--- src/rtl/core/mpe_pkg.sv ---
`default_nettype none

package mpe_pkg;

    // Datagram and section geometry.
    localparam int MAX_DATAGRAM = 4082;
    localparam int PREFIX_LEN   = 20;
    localparam int HDR_LEN      = 12;
    localparam int CRC_LEN      = 4;
    localparam int SECTION_MOD  = 184;
    localparam int SLEN_EXTRA   = 13;

    localparam int LEN_W    = 12;
    localparam int CNT_W    = 5;
    localparam int MOD_W    = 8;
    localparam int MCAST_LO = 16;

    // Header byte values.
    localparam logic [7:0] TABLE_ID    = 8'h3E;
    localparam logic [7:0] SLEN_FLAGS  = 8'hB0;
    localparam logic [7:0] HDR_FLAGS   = 8'hC1;
    localparam logic [7:0] MAC_OUI_MID = 8'h5E;
    localparam logic [7:0] MCAST_MASK  = 8'hE0;
    localparam logic [7:0] MAC_LO_MASK = 8'h7F;

    // MPEG-2 CRC-32.
    localparam logic [31:0] CRC_POLY = 32'h04C11DB7;
    localparam logic [31:0] CRC_INIT = 32'hFFFFFFFF;

    // Source of the next output beat.
    typedef enum logic [2:0] {
        SRC_IN,
        SRC_HDR,
        SRC_PRE,
        SRC_CRC,
        SRC_STUFF
    } src_t;

    typedef enum logic [2:0] {
        ST_ACCEPT,
        ST_HDR,
        ST_PRE,
        ST_CRC,
        ST_STUFF
    } state_t;

    // Commands from the controller to the datapath.
    typedef struct packed {
        logic accept;
        logic load;
        src_t src;
        logic last;
        logic finish;
        logic cnt_clr;
        logic cnt_inc;
    } mpe_cmd_t;

    // Status from the datapath to the controller.
    typedef struct packed {
        logic in_prefix;
        logic trigger;
        logic ends;
        logic out_free;
        logic hdr_last;
        logic pre_last;
        logic crc_last;
        logic end_held;
        logic stuff_needed;
    } mpe_status_t;

    // One byte step of the CRC, MSB first.
    function automatic logic [31:0] crc_update(logic [31:0] crc_in, logic [7:0] data);
        logic [31:0] c;
        c = crc_in ^ {data, 24'h000000};
        for (int k = 0; k < 8; k++)
        begin
            if (c[31])
            begin
                c = {c[30:0], 1'b0} ^ CRC_POLY;
            end
            else
            begin
                c = {c[30:0], 1'b0};
            end
        end
        return c;
    endfunction

    // Section header byte at a given index.
    function automatic logic [7:0] hdr_byte(logic [3:0] idx, logic [LEN_W-1:0] slen,
                                            logic mcast, logic [7:0] m17,
                                            logic [7:0] m18, logic [7:0] m19);
        logic [7:0] b;
        b = 8'h00;
        case (idx)
            4'd0:  b = TABLE_ID;
            4'd1:  b = SLEN_FLAGS | {4'h0, slen[11:8]};
            4'd2:  b = slen[7:0];
            4'd3:  b = mcast ? m19 : 8'h00;
            4'd4:  b = mcast ? m18 : 8'h00;
            4'd5:  b = HDR_FLAGS;
            4'd8:  b = mcast ? (m17 & MAC_LO_MASK) : 8'h00;
            4'd9:  b = mcast ? MAC_OUI_MID : 8'h00;
            4'd11: b = {7'h00, mcast};
            default: b = 8'h00;
        endcase
        return b;
    endfunction

endpackage

`default_nettype wire

--- src/rtl/core/mpe_ctrl.sv ---
`default_nettype none

module mpe_ctrl
    import mpe_pkg::*;
(
    input  wire logic        clk,
    input  wire logic        rst_n,
    input  wire logic        in_valid,
    output logic             in_ready,
    input  wire mpe_status_t st,
    output mpe_cmd_t         cmd
);

    state_t state_reg;
    state_t state_next;
    logic   accept;

    // Input is taken in the accept state; prefix bytes need no output slot.
    assign accept = in_valid && in_ready;

    always_ff @(posedge clk or negedge rst_n)
    begin
        if (!rst_n)
        begin
            state_reg <= ST_ACCEPT;
        end
        else
        begin
            state_reg <= state_next;
        end
    end

    // Next-state logic.
    always_comb
    begin
        state_next = state_reg;
        unique case (state_reg)
            ST_ACCEPT:
            begin
                if (accept && st.trigger)
                begin
                    state_next = ST_HDR;
                end
                else if (accept && !st.in_prefix && st.ends)
                begin
                    state_next = ST_CRC;
                end
            end
            ST_HDR:
            begin
                if (st.out_free && st.hdr_last)
                begin
                    state_next = ST_PRE;
                end
            end
            ST_PRE:
            begin
                if (st.out_free && st.pre_last)
                begin
                    state_next = st.end_held ? ST_CRC : ST_ACCEPT;
                end
            end
            ST_CRC:
            begin
                if (st.out_free && st.crc_last)
                begin
                    state_next = st.stuff_needed ? ST_STUFF : ST_ACCEPT;
                end
            end
            ST_STUFF:
            begin
                if (st.out_free)
                begin
                    state_next = ST_ACCEPT;
                end
            end
            default: state_next = ST_ACCEPT;
        endcase
    end

    // Output logic.
    always_comb
    begin
        in_ready    = 1'b0;
        cmd         = '0;
        cmd.src     = SRC_IN;
        unique case (state_reg)
            ST_ACCEPT:
            begin
                in_ready   = st.in_prefix || st.out_free;
                cmd.accept = accept;
                if (accept && !st.in_prefix)
                begin
                    cmd.load    = 1'b1;
                    cmd.src     = SRC_IN;
                    cmd.cnt_clr = st.ends;
                end
                if (accept && st.trigger)
                begin
                    cmd.cnt_clr = 1'b1;
                end
            end
            ST_HDR:
            begin
                if (st.out_free)
                begin
                    cmd.load    = 1'b1;
                    cmd.src     = SRC_HDR;
                    cmd.cnt_clr = st.hdr_last;
                    cmd.cnt_inc = !st.hdr_last;
                end
            end
            ST_PRE:
            begin
                if (st.out_free)
                begin
                    cmd.load    = 1'b1;
                    cmd.src     = SRC_PRE;
                    cmd.cnt_clr = st.pre_last;
                    cmd.cnt_inc = !st.pre_last;
                end
            end
            ST_CRC:
            begin
                if (st.out_free)
                begin
                    cmd.load    = 1'b1;
                    cmd.src     = SRC_CRC;
                    cmd.cnt_inc = !st.crc_last;
                    cmd.last    = st.crc_last && !st.stuff_needed;
                    cmd.finish  = st.crc_last && !st.stuff_needed;
                end
            end
            ST_STUFF:
            begin
                if (st.out_free)
                begin
                    cmd.load   = 1'b1;
                    cmd.src    = SRC_STUFF;
                    cmd.last   = 1'b1;
                    cmd.finish = 1'b1;
                end
            end
            default:
            begin
                in_ready = 1'b0;
            end
        endcase
    end

endmodule

`default_nettype wire

--- src/rtl/core/mpe_datapath.sv ---
`default_nettype none

module mpe_datapath
    import mpe_pkg::*;
(
    input  wire logic             clk,
    input  wire logic             rst_n,
    input  wire logic             cfg_write_en,
    input  wire logic             cfg_write_data,
    input  wire logic [7:0]       data_byte,
    input  wire logic [LEN_W-1:0] datagram_length,
    input  wire mpe_cmd_t         cmd,
    output mpe_status_t           st,
    input  wire logic             out_ready,
    output logic                  out_valid,
    output logic [7:0]            out_byte,
    output logic                  is_stuff_run,
    output logic [7:0]            run_length,
    output logic                  last
);

    // Prefix store, written at the byte position, read at the step counter.
    logic [7:0]       store_reg [PREFIX_LEN];

    logic [LEN_W-1:0] pos_reg;
    logic [LEN_W-1:0] pos_next;
    logic [31:0]      crc_reg;
    logic [31:0]      crc_next;
    logic [MOD_W-1:0] mod_reg;
    logic [MOD_W-1:0] mod_next;
    logic [CNT_W-1:0] cnt_reg;
    logic             stuff_en_reg;

    logic [LEN_W-1:0] slen_reg;
    logic             mcast_reg;
    logic [7:0]       mac17_reg;
    logic [7:0]       mac18_reg;
    logic [7:0]       mac19_reg;
    logic [CNT_W-1:0] prefix_last_reg;
    logic             end_held_reg;

    logic             out_valid_reg;
    logic [7:0]       out_byte_reg;
    logic             is_stuff_run_reg;
    logic [7:0]       run_length_reg;
    logic             last_reg;

    logic [LEN_W-1:0] len_clamped;
    logic [LEN_W-1:0] pos_inc;
    logic [CNT_W-1:0] pos_idx;
    logic             ends;
    logic             in_prefix;
    logic             trigger;
    logic [7:0]       pk [4];
    logic [7:0]       load_byte;

    // Clamp the length and find the end of the datagram.
    always_comb
    begin
        if (datagram_length == '0)
        begin
            len_clamped = LEN_W'(1);
        end
        else if (datagram_length > LEN_W'(MAX_DATAGRAM))
        begin
            len_clamped = LEN_W'(MAX_DATAGRAM);
        end
        else
        begin
            len_clamped = datagram_length;
        end
    end

    assign pos_inc   = pos_reg + LEN_W'(1);
    assign pos_idx   = pos_reg[CNT_W-1:0];
    assign ends      = (pos_inc >= len_clamped) || (pos_inc >= LEN_W'(MAX_DATAGRAM));
    assign in_prefix = pos_reg < LEN_W'(PREFIX_LEN);
    assign trigger   = in_prefix && ((pos_idx == CNT_W'(PREFIX_LEN - 1)) || ends);

    // Bytes 16 to 19 as the header sees them; bytes not yet received read as zero.
    always_comb
    begin
        for (int k = 0; k < 4; k++)
        begin
            if (pos_idx < CNT_W'(MCAST_LO + k))
            begin
                pk[k] = 8'h00;
            end
            else if (pos_idx == CNT_W'(MCAST_LO + k))
            begin
                pk[k] = data_byte;
            end
            else
            begin
                pk[k] = store_reg[MCAST_LO + k];
            end
        end
    end

    // Configuration register.
    always_ff @(posedge clk or negedge rst_n)
    begin
        if (!rst_n)
        begin
            stuff_en_reg <= 1'b0;
        end
        else if (cfg_write_en)
        begin
            stuff_en_reg <= cfg_write_data;
        end
    end

    // Prefix store writes.
    always_ff @(posedge clk)
    begin
        if (cmd.accept && in_prefix)
        begin
            store_reg[pos_idx] <= data_byte;
        end
    end

    // Header fields latched when the header burst is triggered.
    always_ff @(posedge clk)
    begin
        if (cmd.accept && trigger)
        begin
            slen_reg        <= len_clamped + LEN_W'(SLEN_EXTRA);
            mcast_reg       <= (pk[0] & MCAST_MASK) == MCAST_MASK;
            mac17_reg       <= pk[1];
            mac18_reg       <= pk[2];
            mac19_reg       <= pk[3];
            prefix_last_reg <= pos_idx;
        end
    end

    always_ff @(posedge clk or negedge rst_n)
    begin
        if (!rst_n)
        begin
            end_held_reg <= 1'b0;
        end
        else if (cmd.accept && trigger)
        begin
            end_held_reg <= ends;
        end
    end

    // Byte position.
    always_comb
    begin
        pos_next = pos_reg;
        if (cmd.accept)
        begin
            pos_next = ends ? '0 : pos_inc;
        end
    end

    // Byte position register and step counter for header, prefix and CRC bursts.
    always_ff @(posedge clk or negedge rst_n)
    begin
        if (!rst_n)
        begin
            pos_reg <= '0;
            cnt_reg <= '0;
        end
        else
        begin
            pos_reg <= pos_next;
            if (cmd.cnt_clr)
            begin
                cnt_reg <= '0;
            end
            else if (cmd.cnt_inc)
            begin
                cnt_reg <= cnt_reg + CNT_W'(1);
            end
        end
    end

    // Byte for the next output beat.
    always_comb
    begin
        case (cmd.src)
            SRC_IN:  load_byte = data_byte;
            SRC_HDR: load_byte = hdr_byte(cnt_reg[3:0], slen_reg, mcast_reg,
                                          mac17_reg, mac18_reg, mac19_reg);
            SRC_PRE: load_byte = store_reg[cnt_reg];
            SRC_CRC:
            begin
                case (cnt_reg[1:0])
                    2'd0:    load_byte = crc_reg[31:24];
                    2'd1:    load_byte = crc_reg[23:16];
                    2'd2:    load_byte = crc_reg[15:8];
                    default: load_byte = crc_reg[7:0];
                endcase
            end
            default: load_byte = 8'h00;
        endcase
    end

    // CRC covers header and datagram; the byte count mod 184 sizes the stuffing.
    always_comb
    begin
        crc_next = crc_reg;
        mod_next = mod_reg;
        if (cmd.load && (cmd.src inside {SRC_IN, SRC_HDR, SRC_PRE}))
        begin
            crc_next = crc_update(crc_reg, load_byte);
        end
        if (cmd.load && (cmd.src != SRC_STUFF))
        begin
            mod_next = (mod_reg == MOD_W'(SECTION_MOD - 1)) ? '0 : mod_reg + MOD_W'(1);
        end
        if (cmd.finish)
        begin
            crc_next = CRC_INIT;
            mod_next = '0;
        end
    end

    always_ff @(posedge clk or negedge rst_n)
    begin
        if (!rst_n)
        begin
            crc_reg <= CRC_INIT;
            mod_reg <= '0;
        end
        else
        begin
            crc_reg <= crc_next;
            mod_reg <= mod_next;
        end
    end

    // Output register.
    always_ff @(posedge clk or negedge rst_n)
    begin
        if (!rst_n)
        begin
            out_valid_reg <= 1'b0;
        end
        else if (cmd.load)
        begin
            out_valid_reg <= 1'b1;
        end
        else if (out_ready)
        begin
            out_valid_reg <= 1'b0;
        end
    end

    always_ff @(posedge clk)
    begin
        if (cmd.load)
        begin
            out_byte_reg     <= load_byte;
            is_stuff_run_reg <= cmd.src == SRC_STUFF;
            run_length_reg   <= (cmd.src == SRC_STUFF) ?
                                MOD_W'(SECTION_MOD - 1) - mod_reg : 8'h00;
            last_reg         <= cmd.last;
        end
    end

    assign out_valid    = out_valid_reg;
    assign out_byte     = out_byte_reg;
    assign is_stuff_run = is_stuff_run_reg;
    assign run_length   = run_length_reg;
    assign last         = last_reg;

    // Status to the controller.
    always_comb
    begin
        st.in_prefix    = in_prefix;
        st.trigger      = trigger;
        st.ends         = ends;
        st.out_free     = !out_valid_reg || out_ready;
        st.hdr_last     = cnt_reg == CNT_W'(HDR_LEN - 1);
        st.pre_last     = cnt_reg == prefix_last_reg;
        st.crc_last     = cnt_reg == CNT_W'(CRC_LEN - 1);
        st.end_held     = end_held_reg;
        st.stuff_needed = stuff_en_reg && (mod_reg != MOD_W'(SECTION_MOD - 2));
    end

    // A beat is only loaded into a free output slot.
    a_load_free: assert property (@(posedge clk) disable iff (!rst_n)
        cmd.load |-> (!out_valid_reg || out_ready))
        else $error("output beat overwritten");

    // The CRC restarts after the final beat of a section.
    a_crc_restart: assert property (@(posedge clk) disable iff (!rst_n)
        (cmd.load && cmd.last) |=> (crc_reg == CRC_INIT) && (mod_reg == '0))
        else $error("CRC not restarted after section end");

    // The byte position never reaches the largest datagram length.
    a_pos_range: assert property (@(posedge clk) disable iff (!rst_n)
        pos_reg < LEN_W'(MAX_DATAGRAM))
        else $error("byte position out of range");

    // A stuffing run is never empty and always closes the section.
    a_run_shape: assert property (@(posedge clk) disable iff (!rst_n)
        (out_valid_reg && is_stuff_run_reg) |-> (run_length_reg != 8'h00) && last_reg)
        else $error("malformed stuffing run");

endmodule

`default_nettype wire

--- src/rtl/core/mpe_section_encapsulator_core.sv ---
`default_nettype none

// Channel   Handshake               Payload
// -------   ---------------------   ------------------------------------------
// config    cfg_write_en            cfg_write_data (stuffing enable)
// input     in_valid / in_ready     data_byte, datagram_length
// output    out_valid / out_ready   out_byte, is_stuff_run, run_length, last
//
// Datagram bytes from the 21st on are taken at one per cycle while the output slot is
// free and pass straight through the output register. The first 20 bytes are stored at
// one per cycle; the header burst then sends the 12 header bytes and the n held bytes
// (up to 20), the closing burst the 4 CRC bytes, plus a stuffing run when one is needed;
// the input waits during bursts, which the controller sequences through the single
// output register. Reset needs no clearing pass; output stalls hold the burst in place.

module mpe_section_encapsulator_core
    import mpe_pkg::*;
(
    input  wire logic             clk,
    input  wire logic             rst_n,
    input  wire logic             cfg_write_en,
    input  wire logic             cfg_write_data,
    input  wire logic             in_valid,
    output logic                  in_ready,
    input  wire logic [7:0]       data_byte,
    input  wire logic [LEN_W-1:0] datagram_length,
    output logic                  out_valid,
    input  wire logic             out_ready,
    output logic [7:0]            out_byte,
    output logic                  is_stuff_run,
    output logic [7:0]            run_length,
    output logic                  last
);

    mpe_cmd_t    cmd;
    mpe_status_t st;

    // Sequencing of header, prefix, CRC and stuffing beats.
    mpe_ctrl u_ctrl (
        .clk      (clk),
        .rst_n    (rst_n),
        .in_valid (in_valid),
        .in_ready (in_ready),
        .st       (st),
        .cmd      (cmd)
    );

    // Prefix store, CRC, counters and output register.
    mpe_datapath u_datapath (
        .clk             (clk),
        .rst_n           (rst_n),
        .cfg_write_en    (cfg_write_en),
        .cfg_write_data  (cfg_write_data),
        .data_byte       (data_byte),
        .datagram_length (datagram_length),
        .cmd             (cmd),
        .st              (st),
        .out_ready       (out_ready),
        .out_valid       (out_valid),
        .out_byte        (out_byte),
        .is_stuff_run    (is_stuff_run),
        .run_length      (run_length),
        .last            (last)
    );

endmodule

`default_nettype wire

--- config.mk ---
export PLATFORM = sky130hd
export DESIGN_NAME = mpe_section_encapsulator_core
export DESIGN_NICKNAME = d
export VERILOG_FILES = /design/src/rtl/core/mpe_pkg.sv /design/src/rtl/core/mpe_ctrl.sv /design/src/rtl/core/mpe_datapath.sv /design/src/rtl/core/mpe_section_encapsulator_core.sv
export SDC_FILE = /design/constraint.sdc
export NUM_CORES = 1
export LEC_CHECK = 0
export BUFFER_PORTS_ARGS = -buffer_cell sky130_fd_sc_hd__clkbuf_2
export CAP_MARGIN = 5
export CORE_ASPECT_RATIO = 0.7
export CORE_UTILIZATION = 32
export DETAILED_ROUTE_END_ITERATION = 6
export GPL_TIMING_DRIVEN = 0
export PLACE_DENSITY = 0.46
export SLEW_MARGIN = 20
export SYNTH_ARGS = -nofsm -noshare
export SYNTH_HDL_FRONTEND = slang
export SYNTH_SLANG_ARGS = --single-unit
--- constraint.sdc ---
create_clock -name clk -period 3.7 [get_ports clk]
set_clock_uncertainty 0.15 [all_clocks]
set_input_delay 0.74 -clock clk [delete_from_list [all_inputs] [get_ports clk]]
set_output_delay 0.74 -clock clk [all_outputs]
set_load 0.03 [all_outputs]
==> results of run 1 <==
==> synth_stat cells, types with 5 or more instances <==
library cell / n / area share, %
nand3b_1: 5 / 0.27
mux4_2: 39 / 6.3
and3_1: 7 / 0.32
nor3_1: 18 / 0.65
a22o_1: 8 / 0.51
nand2_1: 122 / 3.3
a21oi_1: 42 / 1.5
o22ai_1: 5 / 0.23
o31ai_1: 10 / 0.54
or2_2: 5 / 0.23
nor2b_1: 8 / 0.36
buf_1: 6 / 0.16
nand3_1: 29 / 1.0
a222oi_1: 9 / 0.65
inv_1: 33 / 0.89
dfstp_2: 32 / 6.1
a22oi_1: 7 / 0.38
xor2_2: 5 / 0.59
dfrtp_1: 31 / 5.6
buf_6: 6 / 0.49
and2_1: 6 / 0.27
mux2i_1: 19 / 1.4
buf_2: 9 / 0.33
nand2b_1: 7 / 0.32
o211ai_1: 25 / 1.4
o21ai_0: 35 / 1.3
xnor2_2: 5 / 0.59
buf_4: 5 / 0.27
o21ai_1: 7 / 0.25
nand4_1: 10 / 0.45
xor2_1: 26 / 1.6
nor2_1: 67 / 1.8
ha_1: 26 / 2.3
a21o_1: 10 / 0.54
edfxtp_1: 219 / 47
xnor2_1: 65 / 4.1
clkbuf_1: 28 / 0.76
==> power groups by stage <==
stage / Clock (uW) / Combinational [uW] / Sequential, uW
2_1_floorplan: 0 / 6220 / 4810
3_3_place_gp: 0 / 8620 / 4730
3_5_place_dp: 0 / 8650 / 4730
4_1_cts: 3220 / 10800 / 4730
5_1_grt: 3350 / 12900 / 4800
6_report: 3170 / 12200 / 4740
==> layout by cell type (no fill, tap or decap), drive strengths merged, types with 9 or more instances in the layout <==
| cell | count |
|---|---|
| edfxtp | 219 |
| nand2 | 122 |
| buf | 119 |
| clkbuf | 106 |
| xnor2 | 70 |
| nor2 | 67 |
| a21oi | 42 |
| o21ai | 42 |
| mux4 | 39 |
| dfstp | 32 |
| inv | 32 |
| dfrtp | 31 |
| xor2 | 31 |
| nand3 | 29 |
| ha | 26 |
| o211ai | 25 |
| mux2i | 19 |
| nor3 | 18 |
| clkinv | 17 |
| or2 | 12 |
| o31ai | 11 |
| nand4 | 10 |
| a21o | 10 |
| a222oi | 9 |
==> final cells by class <==
type,instances,area (um2),share of cell area (%)
clock buffer,34,766,4.37
multi-input combinational,704,5940,33.9
sequential,282,8200,46.7
clock inverter,21,255,1.46
timing repair buffer,139,1090,6.23
inverter,35,176,1.01
tap,552,691,3.94
buffer,52,414,2.36
==> logic make-up after synthesis <==
family	count (synthesis)	synth area share (%)
AOI/OAI and AO/OA	198	9.84
DFF	282	59.1
xor gates and xnor gates	102	7.10
and+or+nand+nor	309	10.6
adders and majority gates	26	2.35
muxes	62	8.04
buffers and inverters	89	2.95
==> what timing repair did <==
item                       in CTS  in global routing
gates cloned                    7                  0
pin swaps                      48                 46
setup endpoints to repair      96                101
buffers inserted               72                 22
resized for setup             108                 54
==> path summary, 6_finish.rpt <==
path | start | slack (ns) | end | cells after the start
worst max-delay path | u_datapath.cnt_reg[1] | -0.21 | u_datapath.crc_reg[4] | 20
worst min-delay path | rst_n | 0.02 | u_ctrl.state_reg[0] | 1
worst max register to register | u_datapath.cnt_reg[1] | -0.21 | u_datapath.crc_reg[4] | 20
worst min register to register | u_datapath.end_held_reg | 0.38 | u_datapath.end_held_reg | 1
max in group asynchronous | rst_n | 2.77 | u_datapath.crc_reg[8] | 2
min in group clk | cfg_write_data | 0.24 | u_datapath.stuff_en_reg | 2
==> metrics by stage <==
step,power (uW),hold WS [ns],cells,util [%],setup WS (ns)
detailed placement,13400,0.281,1667,35.2,-1.37
global route,21100,0.0329,1819,41.3,-0.363
global placement,13300,0.285,1665,35.1,-1.32
CTS,18800,0.00890,1799,40.3,-0.206
finish,20100,0.0202,1819,41.3,-0.214
floorplan,11000,0.273,1068,-,-0.337
==> worst max-delay path: stages (launching register included) <==
cell	delay, ns
dfrtp_1	0.39
buf_6	0.13
buf_12	0.10
buf_12	0.09
buf_12	0.11
inv_6	0.04
ha_4	0.16
buf_8	0.13
buf_12	0.14
nand4b_1	0.08
nand3_1	0.10
a221o_1	0.34
a222oi_1	0.46
o31ai_4	0.20
xor2_2	0.22
buf_4	0.19
xnor2_4	0.23
buf_6	0.15
xnor2_2	0.11
xnor2_1	0.14
o211ai_1	0.12
==> per-layer routing <==
metal	GRT usage, %	vias to the layer above	wire, um
li1	-	4370	-
met1	31.4	4970	22100
met2	26.5	351	17800
met3	3.97	42	3080
met4	3.32	0	584
met5	0	-	0
==> flow_metrics.env, run 1 <==
export IMPL_fin_area_um2=17500
export IMPL_vias_per_cell=5.35
export IMPL_route_antenna_remaining_nets=0
export IMPL_worst_slack_ns=-0.214
export IMPL_min_period_over_period_pct=106
export IMPL_core_um2=42500
export IMPL_fmax_mhz=256
export IMPL_first_iter_violations=982
export IMPL_synth_ff_latch_count=282
export IMPL_hp_class="primary input to asynchronous set/reset pin"
export IMPL_synth_cells=1068
export IMPL_routed_wl_um=43500
export IMPL_grt_overflow=0
export IMPL_pwr_share_comb_pct=60.6
export IMPL_cts_hold_buf=0
export IMPL_p_seq_share_pct=23.6
export IMPL_initial_utilization_pct=32.6
export IMPL_die_y_um=176
export IMPL_critPathArrivalTime_ns=4.23
export IMPL_pin_count=46
export IMPL_grt_usage_pct=19.4
export IMPL_critPathLaunchType="flop"
export IMPL_chipWidth_um=251
export IMPL_synth_edff_count=219
export IMPL_grt_pass1_wl_um=63600
export IMPL_crit_fanout=6
export IMPL_setup_viol=22
export IMPL_largest_register_ffs=160
export IMPL_synth_area_um2=13900
export IMPL_clkLatencyLatePin_ns=0.59
export IMPL_dieArea_um2=44200
export IMPL_relSlewSlack_pct=29.3
export IMPL_final_nets=1296
export IMPL_tns_ns=-2.21
export IMPL_postSynthAreaPerCell_um2=13.0
export IMPL_power_share_clock_pct=15.8
export IMPL_powerDensity_nw_per_um2=1140
export IMPL_clkSinkCount=282
export IMPL_antenna_found_initial=0
export IMPL_ctsHtreeMaxLevel=1
export IMPL_portBuffers=45
export IMPL_num_vias=9733
export IMPL_hold_viol_final=0
export IMPL_clk_pin_slew_ns=0.07
export IMPL_cp_end_kind="flop"
export IMPL_rsz0062_at_grt="true"
export IMPL_synth_fp_nets=1120
export IMPL_synthArstFlopShare_pct=22.3
export IMPL_hpwlAfterDp_um=29300
export IMPL_max_cap_viol_count=0
export IMPL_drive_above_1_share_pct=31.2
export IMPL_nFillCells=3899
export IMPL_switchingPower_uw=8180
export IMPL_required_ns=4.01
export IMPL_numCtsBuffers=30
export IMPL_wire_per_inst_um=23.9
export IMPL_leakagePower_uw=0.00645
export IMPL_violations="negative setup slack"
export IMPL_gp_congestion=0.876
export IMPL_min_period_ns=3.91
export IMPL_cts_tree="done"
export IMPL_peakVddDrop_mv=0.835
export IMPL_seq_area_frac_synth_pct=59.1
export IMPL_cts_root_buf="clkbuf_16"
export IMPL_drt_first_pass_iters=5
export IMPL_grt_max_degree=34
export IMPL_synth_warnings=0
export IMPL_grt_pass1_vias=9435
export IMPL_status="complete, but fails checks"
export IMPL_clock_path_buffers=3
export IMPL_synth_ff_type="edfxtp_1"
export IMPL_tightest_slew_ns=1.06
export IMPL_drcViolationCount=0
export IMPL_swShare_pct=40.8
export IMPL_crit_type="flop to flop"
export IMPL_rows=63
export IMPL_postPlaceCellArea_um2=14900
export IMPL_n_antenna_cell=0
export IMPL_area_growth_syn_to_layout_pct=26.6
export IMPL_intPower_uw=11900
export IMPL_synth_cell_type_count=74
export IMPL_maxSlewViolCount=0
No activity file was read; power rests on OpenSTA's default activity.
==> inputs of run 2 (changes only) <==
Settings changed: PLACE_DENSITY 0.46 to not set.
==> run 2 against run 1 <==
The flow still finishes with violations (negative setup slack); global-route usage is 1.1 points lower; non-clock buffer count is 9 lower; count of clock-buffer cells in the layout is 5 lower; cell count is 0.71% lower; maximum frequency is 1.8% higher; first-iteration DRC count is 11% higher; power is 2.5% lower; die area stayed put; critical path type unchanged; largest cell class unchanged.
==> flow_metrics.env, run 2 (synthesis results as in run 1) <==
export IMPL_initial_utilization_pct=32.6
export IMPL_vias_per_cell=5.39
export IMPL_most_common_layout_cells="219 x edfxtp_1, 121 x nand2_1, 71 x buf_4"
export IMPL_min_period_over_period_pct=104
export IMPL_tns_ns=-1.12
export IMPL_cp_end_kind="flop"
export IMPL_cts_tree="done"
export IMPL_rsz0062_at_grt="true"
export IMPL_intPower_uw=11600
export IMPL_portBuffers=45
export IMPL_regToRegStartpoint="u_datapath.cnt_reg[1]"
export IMPL_min_from="cfg_write_data"
export IMPL_grt_pass1_vias=9600
export IMPL_worst_slack_ns=-0.143
export IMPL_clk_pin_slew_ns=0.07
export IMPL_leakagePower_uw=0.00636
export IMPL_setup_viol=29
export IMPL_violations="negative setup slack"
export IMPL_first_iter_violations=1094
export IMPL_rows=63
export IMPL_fmax_mhz=260
export IMPL_hold_path_end="u_datapath.stuff_en_reg"
export IMPL_power_share_clock_pct=15.1
export IMPL_drive_above_1_share_pct=30.8
export IMPL_max_cap_viol_count=0
export IMPL_clock_path_buffers=3
export IMPL_dieArea_um2=44200
export IMPL_hp_class="primary input to flop"
export IMPL_hold_viol_final=0
export IMPL_chipWidth_um=251
export IMPL_drcViolationCount=0
export IMPL_core_um2=42500
export IMPL_power_total_uw=19600
export IMPL_nFillCells=3850
export IMPL_maxSlewViolCount=0
export IMPL_pwr_share_comb_pct=60.7
export IMPL_die_y_um=176
export IMPL_switchingPower_uw=8000
export IMPL_critPathArrivalTime_ns=4.17
export IMPL_required_ns=4.03
export IMPL_relSlewSlack_pct=30.2
export IMPL_clkSinkCount=282
export IMPL_place_ws_ns=-1.19
export IMPL_critPathLaunchType="flop"
export IMPL_final_common_cell="edfxtp_1"
export IMPL_grt_usage_pct=18.3
export IMPL_antenna_found_initial=2
export IMPL_r2r_cells=14
export IMPL_ctsHtreeMaxLevel=1
export IMPL_grt_max_degree=47
export IMPL_num_vias=9738
export IMPL_grt_pass1_wl_um=60700
export IMPL_route_antenna_remaining_nets=0
export IMPL_drt_first_pass_iters=5
export IMPL_p_seq_share_pct=24.2
export IMPL_tightest_slew_ns=1.04
export IMPL_final_nets=1285
export IMPL_swShare_pct=40.9
export IMPL_cts_root_buf="clkbuf_16"
export IMPL_largest_register_ffs=160
export IMPL_n_antenna_cell=0
export IMPL_crit_type="flop to flop"
export IMPL_clkLatencyLatePin_ns=0.57
export IMPL_area_growth_syn_to_layout_pct=25.7
export IMPL_crit_fanout=9
export IMPL_reg2reg_slack_ns=-0.14
export IMPL_routed_wl_um=40800
export IMPL_hold_path_depth=2
export IMPL_status="complete, but fails checks"
export IMPL_fin_hold_ws_ns=0.276
export IMPL_wire_per_inst_um=22.6
export IMPL_pin_count=46
export IMPL_gp_congestion=0.927
export IMPL_powerDensity_nw_per_um2=1120
export IMPL_grt_overflow=0
export IMPL_peakVddDrop_mv=0.842
export IMPL_timing_rr_end="u_datapath.crc_reg[12]"
export IMPL_hpwlAfterDp_um=26900
export IMPL_min_period_ns=3.84
export IMPL_numCtsBuffers=27
-- run 2: area by class of cell --
| class | count | area (um2) | share of cell area (%) |
|---|---|---|---|
| Sequential cell | 282 | 8200 | 47.1 |
| Multi-Input combinational cell | 705 | 5980 | 34.3 |
| Timing Repair Buffer | 130 | 1040 | 5.95 |
| Clock buffer | 29 | 693 | 3.98 |
| Tap cell | 552 | 691 | 3.97 |
| Buffer | 52 | 409 | 2.35 |
| Clock inverter | 21 | 233 | 1.34 |
| Inverter | 35 | 176 | 1.01 |
-- run 2: worst max path at each step --
stage | start | to | slack (ns) | depth (start not counted)
floorplan | datagram_length[6] | u_datapath.mac17_reg[0] | -0.34 | 18
global placement | out_ready | u_datapath.crc_reg[12] | -1.24 | 12
detailed placement | datagram_length[6] | u_datapath.mac18_reg[0] | -1.19 | 19
CTS | u_datapath.cnt_reg[1] | u_datapath.crc_reg[12] | -0.06 | 13
global route | u_datapath.cnt_reg[1] | u_datapath.crc_reg[9] | -0.24 | 19
finish | u_datapath.cnt_reg[1] | u_datapath.crc_reg[12] | -0.14 | 14
-- run 2: critical path: stages (launching register included) --
cell      delay (ns)
dfrtp_1         0.40
buf_6           0.14
buf_12          0.12
buf_12          0.11
buf_12          0.13
buf_4           0.20
mux4_2          0.36
a22oi_1         0.33
o31ai_4         0.20
a211oi_4        0.34
xnor3_2         0.54
xor2_4          0.28
xor2_2          0.19
xor2_1          0.18
o21ai_1         0.08
-- run 2: repair_timing --
item / 4_1_cts / 5_1_grt
cloned: 9 / 0
endpoints found under the setup margin: 91 / 218
endpoints found under the hold margin: 5 / 0
pin swaps: 38 / 40
gates resized for setup: 86 / 82
hold buffers: 1 / 0
setup buffers: 46 / 36
-- run 2: power by group through the flow --
stage / logic (uW) / clock network, uW / registers (uW)
after floorplan: 6220 / 0 / 4810
after global placement: 8400 / 0 / 4720
after detailed placement: 8460 / 0 / 4730
after CTS: 10400 / 3000 / 4690
after global routing: 12600 / 3120 / 4790
final: 11900 / 2960 / 4730
-- run 2: through the flow --
step | area (um2) | utilization (%) | cells
floorplan | 14000 | - | 1068
global placement | 14900 | 35.1 | 1665
detailed placement | 14900 | 35.2 | 1667
CTS | 16800 | 39.5 | 1773
global route | 17400 | 41.0 | 1806
finish | 17400 | 41.0 | 1806
-- run 2: routing by layer --
metal  share of wire (%)  track usage, %
met1                  46            27.7
met2                  41            25.4
met3                  11            5.51
met4                 2.2            3.96
met5               0.064               0
